<file path="src/rtl/csvfs_pkg.sv">
// ----------------------------------------------------------------------------
// csvfs_pkg
// Shared types and constants of the CSV field splitter.
// ----------------------------------------------------------------------------
`default_nettype none

package csvfs_pkg;

	localparam int FIELD_LIMIT = 16;

	// Closed-field counter, able to hold FIELD_LIMIT itself
	localparam int CNT_W = $clog2(FIELD_LIMIT + 1);
	// Working width for limit compares and output masking
	localparam int LIM_W = (CNT_W > 5) ? CNT_W : 5;

	localparam logic [7:0] CH_QUOTE = 8'h22;
	localparam logic [7:0] CH_COMMA = 8'h2C;

	localparam int DATA_W = 24;
	localparam int USER_W = 2;

	typedef struct packed {
		logic [4:0] field_count;
		logic       line_end;
		logic       field_end;
		logic [3:0] field_index;
		logic       byte_valid;
		logic [7:0] field_byte;
	} res_t;

endpackage

`default_nettype wire

</file>
<file path="src/rtl/csvfs_parser.sv">
// ----------------------------------------------------------------------------
// csvfs_parser
// Line parse state and per-byte result decode for the CSV field splitter.
// ----------------------------------------------------------------------------
`default_nettype none

module csvfs_parser (
	input  wire                 clk,
	input  wire                 arst_n,
	input  wire                 accept,
	input  wire  [7:0]          char_byte,
	input  wire                 end_of_line,
	input  wire  [4:0]          max_fields,
	output logic                push,
	output csvfs_pkg::res_t     res
);
	import csvfs_pkg::*;

	localparam logic [2:0] PH_START  = 3'd0;
	localparam logic [2:0] PH_PLAIN  = 3'd1;
	localparam logic [2:0] PH_QUOTED = 3'd2;
	localparam logic [2:0] PH_QPEND  = 3'd3;
	localparam logic [2:0] PH_SKIP   = 3'd4;
	localparam logic [2:0] PH_IGNORE = 3'd5;

	logic [2:0]       phase_q, phase_nxt;
	logic [CNT_W-1:0] closed_q, closed_nxt;
	logic [LIM_W-1:0] closed_w, inc_w, lim;
	logic             has_res;
	res_t             r;

	always_comb begin
		if (max_fields == 5'd0) begin
			lim = LIM_W'(1);
		end else if (LIM_W'(max_fields) > LIM_W'(FIELD_LIMIT)) begin
			lim = LIM_W'(FIELD_LIMIT);
		end else begin
			lim = LIM_W'(max_fields);
		end
	end

	assign closed_w = LIM_W'(closed_q);
	assign inc_w    = closed_w + LIM_W'(1);

	always_comb begin
		phase_nxt  = phase_q;
		closed_nxt = closed_q;
		has_res    = 1'b0;
		r          = '0;
		if (end_of_line) begin
			has_res    = 1'b1;
			r.line_end = 1'b1;
			phase_nxt  = PH_START;
			closed_nxt = '0;
			if (phase_q == PH_IGNORE) begin
				r.field_count = closed_w[4:0];
			end else begin
				r.field_end   = 1'b1;
				r.field_index = closed_w[3:0];
				r.field_count = inc_w[4:0];
			end
		end else begin
			unique case (phase_q) inside
				PH_START, PH_PLAIN, PH_QUOTED, PH_QPEND, PH_SKIP: begin
					if (char_byte == CH_COMMA && phase_q != PH_QUOTED) begin
						has_res       = 1'b1;
						r.field_end   = 1'b1;
						r.field_index = closed_w[3:0];
						closed_nxt    = inc_w[CNT_W-1:0];
						phase_nxt     = (inc_w >= lim) ? PH_IGNORE : PH_START;
					end else if (char_byte == CH_QUOTE && phase_q == PH_START) begin
						phase_nxt = PH_QUOTED;
					end else if (char_byte == CH_QUOTE && phase_q == PH_QUOTED) begin
						phase_nxt = PH_QPEND;
					end else if (phase_q == PH_SKIP) begin
						phase_nxt = PH_SKIP;
					end else if (phase_q == PH_QPEND && char_byte != CH_QUOTE) begin
						phase_nxt = PH_SKIP;
					end else begin
						has_res       = 1'b1;
						r.byte_valid  = 1'b1;
						r.field_byte  = char_byte;
						r.field_index = closed_w[3:0];
						if (phase_q == PH_START) begin
							phase_nxt = PH_PLAIN;
						end else if (phase_q == PH_QPEND) begin
							phase_nxt = PH_QUOTED;
						end
					end
				end
				default: begin
					phase_nxt = PH_IGNORE;
				end
			endcase
		end
	end

	assign push = accept & has_res;
	assign res  = r;

	always_ff @(posedge clk or negedge arst_n) begin
		if (!arst_n) begin
			phase_q  <= PH_START;
			closed_q <= '0;
		end else if (accept) begin
			phase_q  <= phase_nxt;
			closed_q <= closed_nxt;
		end
	end

endmodule

`default_nettype wire

</file>
<file path="src/rtl/csvfs_out_buf.sv">
// ----------------------------------------------------------------------------
// csvfs_out_buf
// Result register with skid stage between the parser and the output stream.
// ----------------------------------------------------------------------------
`default_nettype none

module csvfs_out_buf (
	input  wire                 clk,
	input  wire                 arst_n,
	input  wire                 push,
	input  csvfs_pkg::res_t     res_in,
	output logic                in_ready,
	output logic                out_valid,
	input  wire                 out_ready,
	output csvfs_pkg::res_t     res_out
);
	import csvfs_pkg::*;

	logic main_vld_q, skid_vld_q;
	res_t main_q, skid_q;
	logic take;

	assign take      = main_vld_q & out_ready;
	assign in_ready  = ~skid_vld_q;
	assign out_valid = main_vld_q;
	assign res_out   = main_q;

	always_ff @(posedge clk or negedge arst_n) begin
		if (!arst_n) begin
			main_vld_q <= 1'b0;
			skid_vld_q <= 1'b0;
		end else if (!main_vld_q || take) begin
			main_vld_q <= skid_vld_q | push;
			skid_vld_q <= 1'b0;
		end else if (push) begin
			skid_vld_q <= 1'b1;
		end
	end

	always_ff @(posedge clk) begin
		if (!main_vld_q || take) begin
			main_q <= skid_vld_q ? skid_q : res_in;
		end else if (push) begin
			skid_q <= res_in;
		end
	end

endmodule

`default_nettype wire

</file>
<file path="src/rtl/csv_field_splitter.sv">
// ----------------------------------------------------------------------------
// csv_field_splitter
// Splits a CSV line, one byte per item, into quoted or unquoted fields.
// ----------------------------------------------------------------------------
// Usage:
//   Slave stream carries one line byte per item in s_tdata; s_tlast marks the
//   end of the line (its data byte is ignored). Master stream gives at most
//   one item per input item: a field data byte, a field close, or the line
//   end with the field count. Opening and closing quotes, bytes after a
//   closing quote and bytes past the field limit give no output item.
//   cfg_valid/cfg_data write the field limit (cfg_ready is always high);
//   write it only while the block is idle.
// Timing:
//   One input item per cycle while s_tready is high. An output item is
//   registered in the result register, or first in the skid entry while
//   the output stalls; the parse state is updated when the input is accepted.
// Reset:
//   arst_n clears the parse state, empties the output stage and sets the
//   field limit to 8.
// Stall:
//   A two-entry output stage absorbs one extra item; s_tready falls only
//   when both entries are full and rises again the cycle after m_tready
//   takes an item.
// ----------------------------------------------------------------------------
`default_nettype none

module csv_field_splitter (
	input  wire                          clk,
	input  wire                          arst_n,
	input  wire                          cfg_valid,
	output logic                         cfg_ready,
	input  wire  [4:0]                   cfg_data,     // max_fields
	input  wire                          s_tvalid,
	output logic                         s_tready,
	input  wire  [7:0]                   s_tdata,      // char_byte
	input  wire                          s_tlast,      // end_of_line
	output logic                         m_tvalid,
	input  wire                          m_tready,
	output logic [csvfs_pkg::DATA_W-1:0] m_tdata,      // field_byte, field_index,
	                                                   // field_count, zero pad
	output logic [csvfs_pkg::USER_W-1:0] m_tuser,      // byte_valid, field_end
	output logic                         m_tlast       // line_end
);
	import csvfs_pkg::*;

	logic [4:0] max_fields_q;
	logic       accept, push;
	res_t       res_new, res_out;

	assign cfg_ready = 1'b1;

	always_ff @(posedge clk or negedge arst_n) begin
		if (!arst_n) begin
			max_fields_q <= 5'd8;
		end else if (cfg_valid) begin
			max_fields_q <= cfg_data;
		end
	end

	assign accept = s_tvalid & s_tready;

	csvfs_parser u_parser (
		.clk         (clk),
		.arst_n      (arst_n),
		.accept      (accept),
		.char_byte   (s_tdata),
		.end_of_line (s_tlast),
		.max_fields  (max_fields_q),
		.push        (push),
		.res         (res_new)
	);

	csvfs_out_buf u_out_buf (
		.clk       (clk),
		.arst_n    (arst_n),
		.push      (push),
		.res_in    (res_new),
		.in_ready  (s_tready),
		.out_valid (m_tvalid),
		.out_ready (m_tready),
		.res_out   (res_out)
	);

	assign m_tdata = {7'd0, res_out.field_count, res_out.field_index, res_out.field_byte};
	assign m_tuser = {res_out.field_end, res_out.byte_valid};
	assign m_tlast = res_out.line_end;

endmodule

`default_nettype wire

</file>
<file path="config.mk">
export PLATFORM = sky130hd
export DESIGN_NAME = csv_field_splitter
export DESIGN_NICKNAME = d
export VERILOG_FILES = /design/src/rtl/csvfs_pkg.sv /design/src/rtl/csvfs_parser.sv /design/src/rtl/csvfs_out_buf.sv /design/src/rtl/csv_field_splitter.sv
export SDC_FILE = /design/constraint.sdc
export NUM_CORES = 1
export LEC_CHECK = 0
export ABC_AREA = 0
export BUFFER_PORTS_ARGS = -buffer_cell sky130_fd_sc_hd__buf_2
export CAP_MARGIN = 10
export CORE_ASPECT_RATIO = 1.25
export CORE_UTILIZATION = 40
export DETAILED_ROUTE_END_ITERATION = 12
export GPL_TIMING_DRIVEN = 0
export HOLD_SLACK_MARGIN = 0.03
export PLACE_DENSITY = 0.59
export REMOVE_ABC_BUFFERS = 1
export SLEW_MARGIN = 0
export SYNTH_ARGS = -nofsm -noshare
export SYNTH_HDL_FRONTEND = slang
export SYNTH_SLANG_ARGS = --single-unit
</file>
<file path="constraint.sdc">
create_clock -name clk -period 3.71 [get_ports clk]
set_input_delay 0.5565 -clock clk [delete_from_list [all_inputs] [get_ports clk]]
set_output_delay 0.5565 -clock clk [all_outputs]
set_load 0.05 [all_outputs]
</file>
* Word-level counts from Yosys, hierarchy flattened *
Index checks and enable logic that the tools add are counted.

storage, ports and cells
  flip-flop bits (word level) = 55
  input port bits = 19
  output and inout port bits = 30
  word-level logic and storage cells = 89

operators by class
  add/subtract/negate cells = 1
  magnitude comparators = 2
  equal/unequal tests = 10
  mux-type cells = 38
  bitwise logic cells = 6
  reduce and logical (&&, ||, !) cells = 15

operators with widths
  cell                                                   count
  two-way mux 13 bit                                     4
  two-way mux 5 bit                                      8
  two-way mux 3 bit                                      10
  two-way mux 20 bit                                     1
  two-way mux 9 bit                                      2
  equality test 8 x 6 -> 1 bit, second input constant    2
  two-way mux 14 bit                                     1
  two-way mux 1 bit                                      10
  inequality test 9 x 2 -> 1 bit, second input constant  1
  inequality test 8 x 6 -> 1 bit, second input constant  1
  equality test 3 x 2 -> 1 bit, second input constant    2
  equality test 3 bit, second input constant             2
  two-way mux 6 bit                                      1
  nonzero test 2 bit                                     3
  adder 5 x 1 -> 5 bit, second input constant            1
  >= comparator 5 bit                                    1
  greater-than comparator 5 bit, second input constant   1
  logical NOT 5 bit                                      1
  OR reduction 5 bit                                     1
  logical AND 1 bit                                      4
  two-way mux 4 bit                                      1
  AND reduction 2 bit                                    2
  bitwise AND 1 bit                                      3
  equality test 3 x 1 -> 1 bit, second input constant    1
  7 further kinds                                        8

* Logic depth before layout (Yosys ltp) *
Gate-level depths: netlist (run 1).

  depth in word-level cells = 12
  depth in mapped cells = 10
  gate-level depth less buffers = 10

* Cells and area by module *
Synthesis (run 1) repeated with hierarchy kept, for this count alone.

second synthesis, totals
  cells, all modules = 219
  area total of the unflattened synthesis = 2771.4 um^2

by module, submodules not included
  module              times used  cells an instance  area an instance (um^2)  sequential area each (um^2)
  csvfs_out_buf       1           71                 1527.7                   1251.2
  csvfs_parser        1           127                987.2                    200.2
  csv_field_splitter  1           21                 256.5                    126.4

* Least setup slack after synthesis (run 1) *
OpenSTA, ideal clock, no wires.

  path kind = input to register
  start point = input s_tdata[0]
  end point = register u_out_buf.skid_q[0] (netlist name) (enable)
  library setup time = 427 ps
  data arrival time = 3498 ps
  data required time = 3283 ps
  slack = -214 ps
  stages on the path = 6
  path buffers = 1
  cell sequence = or4b_1 buf_6 o31a_2 o311a_1 nand3_1 nor3b_1

between the ends
  longest elaborated chain between the ends = 11
  elaborated cells on any way between the ends = 16
  those cells by class = eq/ne (3); mux (7); bitwise (1); reduce/logical (5)

RTL lines
  what                               line                      RTL
  from (decl)                        csv_field_splitter.sv:35  input wire [7:0] s_tdata,
  inequality test 8 x 6 -> 1 bit     csvfs_parser.sv:77        end else if (phase_q == PH_QPEND && char_byte != CH_QUOTE) begin
  logical AND 1 bit                  csvfs_parser.sv:77
  two-way mux 1 bit                  csvfs_parser.sv:77
  two-way mux 1 bit                  csvfs_parser.sv:75        end else if (phase_q == PH_SKIP) begin
  two-way mux 1 bit                  csvfs_parser.sv:73        end else if (char_byte == CH_QUOTE && phase_q == PH_QUOTED) begin
  two-way mux 1 bit                  csvfs_parser.sv:71        end else if (char_byte == CH_QUOTE && phase_q == PH_START) begin
  two-way mux 1 bit (*)              csvfs_parser.sv:65        if (char_byte == CH_COMMA && phase_q != PH_QUOTED) begin
  two-way mux 1 bit (*)              csvfs_parser.sv:63        unique case (phase_q) inside
  two-way mux 1 bit (*)              csvfs_parser.sv:50        if (end_of_line) begin
  bitwise AND 1 bit (*)              csvfs_parser.sv:98        assign push = accept & has_res;
  AND reduction 2 bit (no line) (*)  -
  to (signal assigned)               csvfs_out_buf.sv:44       skid_q <= res_in;
  to (decl)                          csvfs_out_buf.sv:20       res_t main_q, skid_q;

Every way passes the cells marked *; elsewhere a longest branch is shown, timed or not.
A chain may end at the register's enable or synchronous reset.

* Worst setup path in the final report (run 1) *
  start point = input s_tdata[0]
  end point = register u_out_buf.skid_q[19] (netlist name) (enable)

Same word-level chain as after synthesis.

==> results of run 1 <==
-- stage by stage --
step | hold slack (ns) | cells | TNS [ns] | utilization, % | total power (W)
global route | 0.1534 | 374 | 0 | 45.99 | 0.001869
global placement | 0.4895 | 365 | -23.71 | 44.48 | 0.001435
floorplan | 0.2609 | 235 | -5.522 | - | 0.001305
CTS | 0.1483 | 374 | 0 | 45.99 | 0.001784
detailed placement | 0.4879 | 366 | 0 | 44.71 | 0.001450
finish | 0.1425 | 374 | 0 | 45.99 | 0.001766
-- sequential cells by signal (all words and copies together) (netlist names) --
name                  count
max_fields_q              5
u_out_buf.out_valid       1
u_out_buf.res_out        20
u_out_buf.skid_q         20
u_out_buf.skid_vld_q      1
u_parser.closed_q         5
u_parser.phase_q          3
-- cell usage in the layout, fill, tap and decap left out, drive strengths merged, types with 4 or more instances in the layout --
cell type,Yosys,final
a21oi,11,11
and2,9,9
buf,12,41
clkbuf,8,5
conb,2,8
dfrtp,14,14
edfxtp,40,40
ha,7,7
mux2,19,19
nand2,24,24
nand3,5,5
nor2,19,19
nor3,7,7
nor4,6,6
o21ai,16,16
o31ai,4,4
xnor2,4,4
-- power by group --
part	internal (W)	leakage [nW]	switching, W
combinational	0.000180	0.680	0.000394
sequential	0.000779	0.588	0.0000802
clock	0.000132	0.0418	0.000201
total	0.00109	1.31	0.000675
-- cell families after synthesis --
kind of cell	count (synthesis)	synth area share (%)
mux	20	7.820
simple gates	86	15.86
xor+xnor	6	1.835
compound gates	49	11.53
flops	55	55.09
buf+inv	24	4.543
fa+ha+maj	7	3.058
other cells	2	0.2622
-- final timing paths --
| kind | from | slack [ns] | cells after the start | endpoint |
|---|---|---|---|---|
| max in group asynchronous | arst_n | 3.27 | 1 | max_fields_q[3]$_DFFE_PN1P_ |
| setup / recovery | s_tdata[0] | 0.64 | 7 | u_out_buf.skid_q[19]$_DFFE_PP_ |
| hold reg to reg | u_out_buf.skid_q[8]$_DFFE_PP_ | 0.52 | 2 | u_out_buf.res_out[8]$_DFFE_PN_ |
| hold / removal | arst_n | 0.14 | 1 | max_fields_q[0]$_DFFE_PN0P_ |
| setup reg to reg | u_out_buf.skid_vld_q$_DFFE_PN0P_ | 1.10 | 4 | u_out_buf.skid_q[19]$_DFFE_PP_ |
| min in group clk | cfg_data[4] | 0.46 | 3 | max_fields_q[4]$_DFFE_PN0P_ |
-- layout make-up --
| type | instances | area [um^2] |
|---|---|---|
| Tap cell | 90 | 112.6 |
| Fill cell | 665 | 3745 |
| Multi-Input combinational cell | 176 | 1184 |
| Inverter | 4 | 15.01 |
| Sequential cell | 55 | 1578 |
| Clock buffer | 5 | 68.82 |
| Timing Repair Buffer | 41 | 211.5 |
| Clock inverter | 3 | 20.02 |
-- metal layers --
| metal | share of wire, % | GRT usage [%] | routed length [um] |
|---|---|---|---|
| met3 | 3.2 | 2.642 | 166 |
| met2 | 49 | 25.12 | 2523 |
| met4 | 1.4 | 3.919 | 73 |
| met5 | 0 | 0 | 0 |
| met1 | 46 | 19.32 | 2378 |
==> flow_summary.yaml, run 1 <==
status:
  outcome: "finished, final reports clean"
power:
  cellPowerDensity_nw_per_um2: 553.8
  irDropWorstVdd_mv: 0.3347
  power.leakage_nw: 1.309
placed_design:
  finalWeightedCongestion: 0.7773
  dp_hpwl_um: 3608
  io_buffers: 40
  placed_area_um2: 3100
  pre_cts_ws_ns: 0.2945
floorplanning:
  fp-row-count: 34
  dieArea_um2: 7505
  io_pins: 49
  die_width_um: 77.69
  start_util_pct: 41.30
  die_y_um: 96.61
  core_um2: 6934
routing:
  viasPerCell: 5.241
  drt-initial-drc-count: 101
  drc: 0
  drt_pass1_iterations: 4
  ant_nets: 0
  vias: 1960
  drt-total-wl_um: 5142
  wire_per_inst_um: 13.75
cells_and_area:
  n_antenna_cell: 0
  drive_gt1_share_pct: 27.46
  nets: 309
  area_growth_pct: 11.36
  final_area_um2: 3189
grt:
  grt_pass1_vias: 1856
  grt_pass1_wl_um: 8880
  globalRouteOverflowTotal: 0
  grt_start_max_net_pins: 24
  antenna_found_initial: 0
  grt.total_usage_pct: 14.80
yosys:
  synth.top_cells.by_count: "40 x edfxtp_1, 24 x nand2_1, 19 x mux2_2, 19 x nor2_1, 15 x o21ai_0"
  synth-seq-area-share_pct: 55.09
  yosysWarningCount: 0
  synth_ff_type: "edfxtp_1"
  netlist_instances: 249
  synth-seq-cells: 55
  yosysMostFrequentCell: "edfxtp_1"
  ys_types: 51
  yosys-top-cells-area: "edfxtp_1 42%, dfrtp_1 12%, mux2_2 7.5%"
  synth_top_cell_area_share_pct: 41.94
  async_flop_share_pct: 27.27
  synth-edff-count: 40
  syn_area_per_cell_um2: 11.50
  syn_area_um2: 2864
  synth_top_area_cell: "edfxtp_1"
setup_path:
  crit_path_start_kind: "primary input"
  crit_required_ns: 3.73
  path_class: "primary input to flip-flop"
  crit_family: "simple AND/OR/NAND/NOR gates"
  critPathBufInv: 2
  critical_path_arrival_ns: 3.08
  critPathSlowestCell: "or4b_1"
  path_max_fanout: 12
  cp_slowest_stage_delay_ns: 0.70
  endpoint_kind: "flip-flop"
  path_cells: "buf_2 > or4b_1 > o31a_2 > o311a_1 > nand3_1 > nor3b_2 > buf_6"
timing:
  period_minus_slack_ns: 3.066
  finalHoldViolCount: 0
  rsz0062_at_grt: "false"
  tightest_slew_ns: 1.093
  setup_violations: 0
  slew_headroom_pct: 27.13
  skew_ns: 0.008620
  timing.fmax_mhz: 326.2
  setup_ws_ns: 0.6442
  maxSlewViolCount: 0
  period_share_pct: 82.64
min_path:
  hold_path.class: "primary input to async pin"
clock_network:
  postCtsSetupBuffers: 0
  ctsRootBufferMaster: "clkbuf_8"
  clockBufferDepth: 2
  cts_inserted_buffers: 5
  cts-resized-gates: 0
  tritoncts: "built"
  clk_transition_reported_paths_ns: 0.10
  clock_latency_ns: 0.30
  cts.sinks: 55
  hold_buffers: 0
  cts_htree_levels: 2
flow_run:
  cap_violations: 0
Power figures use the tool's default switching activity.
==> inputs of run 2 (changes only) <==
--- a/config.mk
+++ b/config.mk
@@ -5,7 +5,7 @@
 export SDC_FILE = /design/constraint.sdc
 export NUM_CORES = 1
 export LEC_CHECK = 0
-export ABC_AREA = 0
+export ABC_AREA = 1
 export BUFFER_PORTS_ARGS = -buffer_cell sky130_fd_sc_hd__buf_2
 export CAP_MARGIN = 10
 export CORE_ASPECT_RATIO = 1.25
@@ -13,7 +13,7 @@
 export DETAILED_ROUTE_END_ITERATION = 12
 export GPL_TIMING_DRIVEN = 0
 export HOLD_SLACK_MARGIN = 0.03
-export PLACE_DENSITY = 0.59
+export PLACE_DENSITY = 0.61
 export REMOVE_ABC_BUFFERS = 1
 export SLEW_MARGIN = 0
 export SYNTH_ARGS = -nofsm -noshare
==> constraint.sdc (replaced) <==
create_clock -name clk -period 2.7 [get_ports clk]
set_input_delay 0.405 -clock clk [delete_from_list [all_inputs] [get_ports clk]]
set_output_delay 0.405 -clock clk [all_outputs]
set_load 0.05 [all_outputs]
==> flow_summary.yaml, run 2 <==
power:
  sw_frac_of_total_pct: 42.96
  p_sw_w: 0.001347
  cellPowerDensity_nw_per_um2: 977.7
  seq_power_share_pct: 41.8
  power_frac_clock_pct: 17.2
  p_int_w: 0.001788
  power.leakage_nw: 1.543
  irDropWorstVdd_mv: 0.3909
  pwr-share-comb_pct: 41.0
grt:
  grt_pass1_vias: 1930
  antenna_found_initial: 0
  grt_start_max_net_pins: 26
  globalRouteOverflowTotal: 0
  grt.total_usage_pct: 14.92
  grt_pass1_wl_um: 8652
clock_network:
  clk_transition_reported_paths_ns: 0.09
  clock_latency_ns: 0.30
  cts.sinks: 55
  cts_htree_levels: 2
  clockBufferDepth: 2
  postCtsSetupBuffers: 0
  cts_inserted_buffers: 5
  ctsRootBufferMaster: "clkbuf_8"
  tritoncts: "built"
placed_design:
  io_buffers: 40
  finalWeightedCongestion: 0.8087
  dp_hpwl_um: 3627
  pre_cts_ws_ns: -0.1942
  dp_cells: 427
cells_and_area:
  area_growth_pct: 13.11
  n_antenna_cell: 0
  nets: 374
  seqCellArea_um2: 1579
  fin_cells: 436
  fillers: 652
  utilization_pct: 47.94
  mostFrequentLayoutCell: "nand2_1"
  multiInputGateArea_um2: 1010
  drive_gt1_share_pct: 22.35
  layout_common_cells: "85 x nand2_1, 40 x buf_2, 40 x edfxtp_1"
timing:
  finalHoldViolCount: 0
  rsz0062_at_grt: "false"
  setup_violations: 0
  setup_ws_ns: 0.3149
  tightest_slew_ns: 0.8772
  period_minus_slack_ns: 2.385
  period_share_pct: 88.34
  skew_ns: 0.002584
  timing.fmax_mhz: 419.3
  slew_headroom_pct: 41.38
  maxSlewViolCount: 0
  fin_setup_tns_ns: 0
routing:
  wire_per_inst_um: 11.26
  drc: 0
  drt-initial-drc-count: 132
  drt_pass1_iterations: 4
  ant_nets: 0
  viasPerCell: 4.564
  drt-total-wl_um: 4908
  vias: 1990
yosys:
  async_flop_share_pct: 27.27
  synth.top_cells.by_count: "85 x nand2_1, 40 x edfxtp_1, 39 x inv_1"
  synth_top_cell_area_share_pct: 42.37
  synth-edff-count: 40
  syn_area_per_cell_um2: 9.205
  synth_top_area_cell: "edfxtp_1"
  netlist_instances: 308
  yosys-top-cells-area: "edfxtp_1 42%, dfrtp_1 12%, nand2_1 11%"
  yosysMostFrequentCell: "nand2_1"
  syn_area_um2: 2835
  synth-seq-area-share_pct: 55.65
  yosysWarningCount: 0
  synth_ff_type: "edfxtp_1"
  ys_types: 31
  synth-seq-cells: 55
setup_path:
  path_max_fanout: 25
  critPathSlowestCell: "dfrtp_2"
  path_class: "flip-flop to flip-flop"
  cp_slowest_stage_delay_ns: 0.59
  endpoint_kind: "flip-flop"
  critical_path_arrival_ns: 2.33
  crit_family: "buffers and inverters"
  critPathBufInv: 3
  crit_required_ns: 2.65
  path_cells: "clkinvlp_4 > nand2_1 > inv_1 > nand4_1 > inv_1"
  path_common_cell: "inv_1"
  crit_path_start_kind: "flip-flop"
floorplanning:
  die_width_um: 77.30
  dieArea_um2: 7431
  fp-row-count: 33
  core_um2: 6689
  die_y_um: 96.13
  io_pins: 49
  start_util_pct: 42.39
min_path:
  hold_path.class: "primary input to flip-flop"
status:
  outcome: "finished, final reports clean"
flow_run:
  cap_violations: 0
[run 2: cell types whose count changed in the layout (fill, tap and decap cells not counted), moves of 6 or more]
cell     change
and2_1       -8
o22ai_1      +7
a21oi_1      -7
inv_1       +35
nand3_1     +18
mux2_2      -19
nor2_2      +10
nor4_1       -6
nand2_1     +61
inv_2        +7
[run 2: worst paths after layout]
kind	from	slack (ns)	cells past startpoint	endpoint
worst max-delay path	u_out_buf.skid_vld_q$_DFFE_PN0P_	0.31	5	u_out_buf.skid_q[6]$_DFFE_PP_
worst min-delay path	cfg_data[1]	0.30	3	max_fields_q[1]$_DFFE_PN0P_
worst max register to register	u_out_buf.skid_vld_q$_DFFE_PN0P_	0.31	5	u_out_buf.skid_q[6]$_DFFE_PP_
worst min register to register	max_fields_q[3]$_DFFE_PN1P_	0.51	2	max_fields_q[3]$_DFFE_PN1P_
max in group asynchronous	arst_n	1.87	2	max_fields_q[3]$_DFFE_PN1P_
min in group asynchronous	arst_n	0.53	2	max_fields_q[2]$_DFFE_PN0P_
[run 2: final cells by class]
| cell class | instances | area share [%] |
|---|---|---|
| flip-flops and latches | 55 | 49.24 |
| multi-input cells | 197 | 31.49 |
| repair buffers | 41 | 6.555 |
| inverters | 48 | 5.892 |
| well taps | 87 | 3.394 |
| clock buffers | 6 | 2.263 |
| clock inverters | 2 | 1.171 |
[run 2: stage by stage]
step / total power (W) / area (um^2) / hold slack, ns
finish: 0.003135 / 3207 / 0.2958
detailed placement: 0.002622 / 3082 / 0.3325
global route: 0.003357 / 3207 / 0.2970
CTS: 0.003162 / 3207 / 0.2949
global placement: 0.002594 / 3082 / 0.3283
floorplan: 0.002338 / 2773 / 0.1094
[run 2: logic make-up (layout without fill, tap and decap cells)]
family,count (synthesis),in the layout,synth area share (%)
simple gates,150,150,24.58
buf+inv,62,97,9.532
flops,55,55,55.65
compound gates,29,29,5.958
fa+ha+maj,7,7,3.089
xor+xnor,3,3,0.9269
other cells,2,8,0.2649
[run 2: worst reg2reg max path, delay by kind of cell (launching register included)]
family / cells / cell delay (ns)
buf+inv: 3 / 1.12
flops: 1 / 0.59
simple gates: 2 / 0.32
[run 2: power by group through the flow]
stage	combinational (W)	sequential (W)	clock, W
2_1_floorplan	0.000592	0.00175	0
3_3_place_gp	0.00127	0.00132	0
3_5_place_dp	0.00129	0.00133	0
4_1_cts	0.00130	0.00131	0.000552
5_1_grt	0.00143	0.00134	0.000585
6_report	0.00129	0.00131	0.000539
[run 2: timing repair]
| item | 4_1_cts | 5_1_grt |
|---|---|---|
| endpoints found under the hold margin | 14 | 0 |
| hold buffers | 1 | 0 |
| endpoints found under the setup margin | 20 | 0 |
| resized for setup | 2 | 0 |
[run 2: metal layers]
| metal | up-vias | share of wire, % | GRT usage [%] | wire (um) |
|---|---|---|---|---|
| met2 | 40 | 50 | 26.47 | 2436 |
| met3 | 6 | 3.8 | 2.938 | 187 |
| met5 | - | 0 | 0 | 0 |
| li1 | 1061 | - | - | - |
| met1 | 883 | 45 | 17.92 | 2210 |
| met4 | 0 | 1.5 | 5.660 | 75 |
==> inputs of run 3 (changes only) <==
--- a/config.mk
+++ b/config.mk
@@ -14,7 +14,6 @@
 export GPL_TIMING_DRIVEN = 0
 export HOLD_SLACK_MARGIN = 0.03
 export PLACE_DENSITY = 0.61
-export REMOVE_ABC_BUFFERS = 1
 export SLEW_MARGIN = 0
 export SYNTH_ARGS = -nofsm -noshare
 export SYNTH_HDL_FRONTEND = slang
==> constraint.sdc (replaced) <==
create_clock -name clk -period 2.7 [get_ports clk]
set_input_delay 0.54 -clock clk [delete_from_list [all_inputs] [get_ports clk]]
set_output_delay 0.54 -clock clk [all_outputs]
set_load 0.05 [all_outputs]
==> flow_summary.yaml, run 3 (same netlist as run 2, synthesis figures left out) <==
cells_and_area:
  drive_gt1_share_pct: 23.55
  multiInputGateArea_um2: 1010
  seqCellArea_um2: 1578
  n_antenna_cell: 0
  fin_cells: 448
  layout_common_cells: "85 x nand2_1, 41 x buf_2, 40 x edfxtp_1"
  mostFrequentLayoutCell: "nand2_1"
  area_growth_pct: 15.40
  nets: 386
  fillers: 682
power:
  pwr-share-comb_pct: 42.7
  power_frac_clock_pct: 17.1
  p_int_w: 0.001804
  seq_power_share_pct: 40.2
  irDropWorstVdd_mv: 0.4586
  p_sw_w: 0.001361
  sw_frac_of_total_pct: 42.99
  power.leakage_nw: 1.591
  cellPowerDensity_nw_per_um2: 967.2
timing:
  finalHoldViolCount: 0
  period_minus_slack_ns: 2.278
  skew_ns: 0.008411
  rsz0062_at_grt: "false"
  setup_violations: 0
  fin_setup_tns_ns: 0
  maxSlewViolCount: 0
  tightest_slew_ns: 0.8714
  timing.fmax_mhz: 439.0
  period_share_pct: 84.36
  slew_headroom_pct: 41.77
routing:
  ant_nets: 0
  drt-initial-drc-count: 112
  drt-total-wl_um: 5184
  drt_pass1_iterations: 4
  drc: 0
  wire_per_inst_um: 11.57
  viasPerCell: 4.676
  vias: 2095
setup_path:
  endpoint_kind: "primary output"
  crit_required_ns: 2.16
  critical_path_arrival_ns: 1.74
  path_max_fanout: 10
  reg2reg_depth: 8
  crit_path_start_kind: "flip-flop"
  path_class: "flip-flop to primary output"
min_path:
  hold_path.class: "primary input to async pin"
grt:
  grt_pass1_vias: 1970
  grt.total_usage_pct: 15.34
  grt_pass1_wl_um: 8894
  globalRouteOverflowTotal: 0
  grt_start_max_net_pins: 23
  antenna_found_initial: 0
floorplanning:
  core_um2: 6689
  die_width_um: 77.30
  io_pins: 49
  fp-row-count: 33
  die_y_um: 96.13
  start_util_pct: 42.39
  dieArea_um2: 7431
clock_network:
  ctsRootBufferMaster: "clkbuf_8"
  clock_latency_ns: 0.31
  hold_buffers: 0
  cts.sinks: 55
  clockBufferDepth: 2
  postCtsSetupBuffers: 0
  clk_transition_reported_paths_ns: 0.10
  tritoncts: "built"
  cts_htree_levels: 2
  cts-resized-gates: 0
  cts_inserted_buffers: 5
placed_design:
  finalWeightedCongestion: 0.8175
  dp_hpwl_um: 3960
  io_buffers: 39
  dp_cells: 440
flow_run:
  cap_violations: 0
status:
  outcome: "finished, final reports clean"
run 3: cell types whose count changed in the layout (fill, tap and decap cells not counted), sizes merged:
cell | previous run | this run
buf | 40 | 49
inv | 46 | 47
dlygate4sd3 | 1 | 0
clkinvlp | 2 | 1
clkbuf | 6 | 10
run 3: layout make-up:
class / count / share of cell area [%]
repair buffers: 39 / 5.966
clock inverters: 2 / 1.147
inverters: 48 / 5.660
well taps: 87 / 3.327
plain buffers: 14 / 2.600
flip-flops and latches: 55 / 48.22
multi-input cells: 197 / 30.86
clock buffers: 6 / 2.218
run 3: power by group through the flow:
stage	clock [W]	sequential, W	combinational (W)
detailed placement	0	0.00130	0.00136
CTS	0.000555	0.00128	0.00136
global placement	0	0.00129	0.00134
finish	0.000540	0.00127	0.00135
global route	0.000582	0.00130	0.00149
floorplan	0	0.00173	0.000638
run 3: stage by stage:
step | hold slack [ns] | total power [W] | util [%] | cell area [um^2] | setup WS [ns]
floorplan | 0.2444 | 0.002363 | - | 2858 | 0.5017
global placement | 0.4711 | 0.002632 | 47.27 | 3162 | 0.1344
detailed placement | 0.4700 | 0.002657 | 47.27 | 3162 | 0.1084
CTS | 0.1295 | 0.003196 | 48.92 | 3272 | 0.4041
global route | 0.1354 | 0.003372 | 48.92 | 3272 | 0.2560
finish | 0.1269 | 0.003164 | 48.92 | 3272 | 0.4223
run 3: worst paths after layout:
check,startpoint,to,slack [ns]
setup / recovery,u_out_buf.skid_vld_q$_DFFE_PN0P_,s_tready,0.42
hold / removal,arst_n,u_out_buf.out_valid$_DFFE_PN0N_,0.13
setup reg to reg,u_parser.phase_q[1]$_DFFE_PN0P_,u_out_buf.skid_q[17]$_DFFE_PP_,0.48
hold reg to reg,max_fields_q[3]$_DFFE_PN1P_,max_fields_q[3]$_DFFE_PN1P_,0.51
max in group asynchronous,arst_n,max_fields_q[3]$_DFFE_PN1P_,2.27
min in group clk,cfg_data[4],max_fields_q[4]$_DFFE_PN0P_,0.44
run 3: critical path, stage by stage (launching register included):
cell and delay [ns]:
dfrtp_1 0.37, clkbuf_1 0.17, inv_1 0.10, buf_2 0.23, buf_2 0.26, buf_2 0.30
run 3: layer usage:
layer | global-route usage, % | up-vias | part of all wire [%]
li1 | - | 1088 | -
met1 | 18.40 | 950 | 45
met2 | 27.80 | 50 | 50
met3 | 2.654 | 7 | 3.5
met4 | 5.189 | 0 | 1.4
met5 | 0 | - | 0
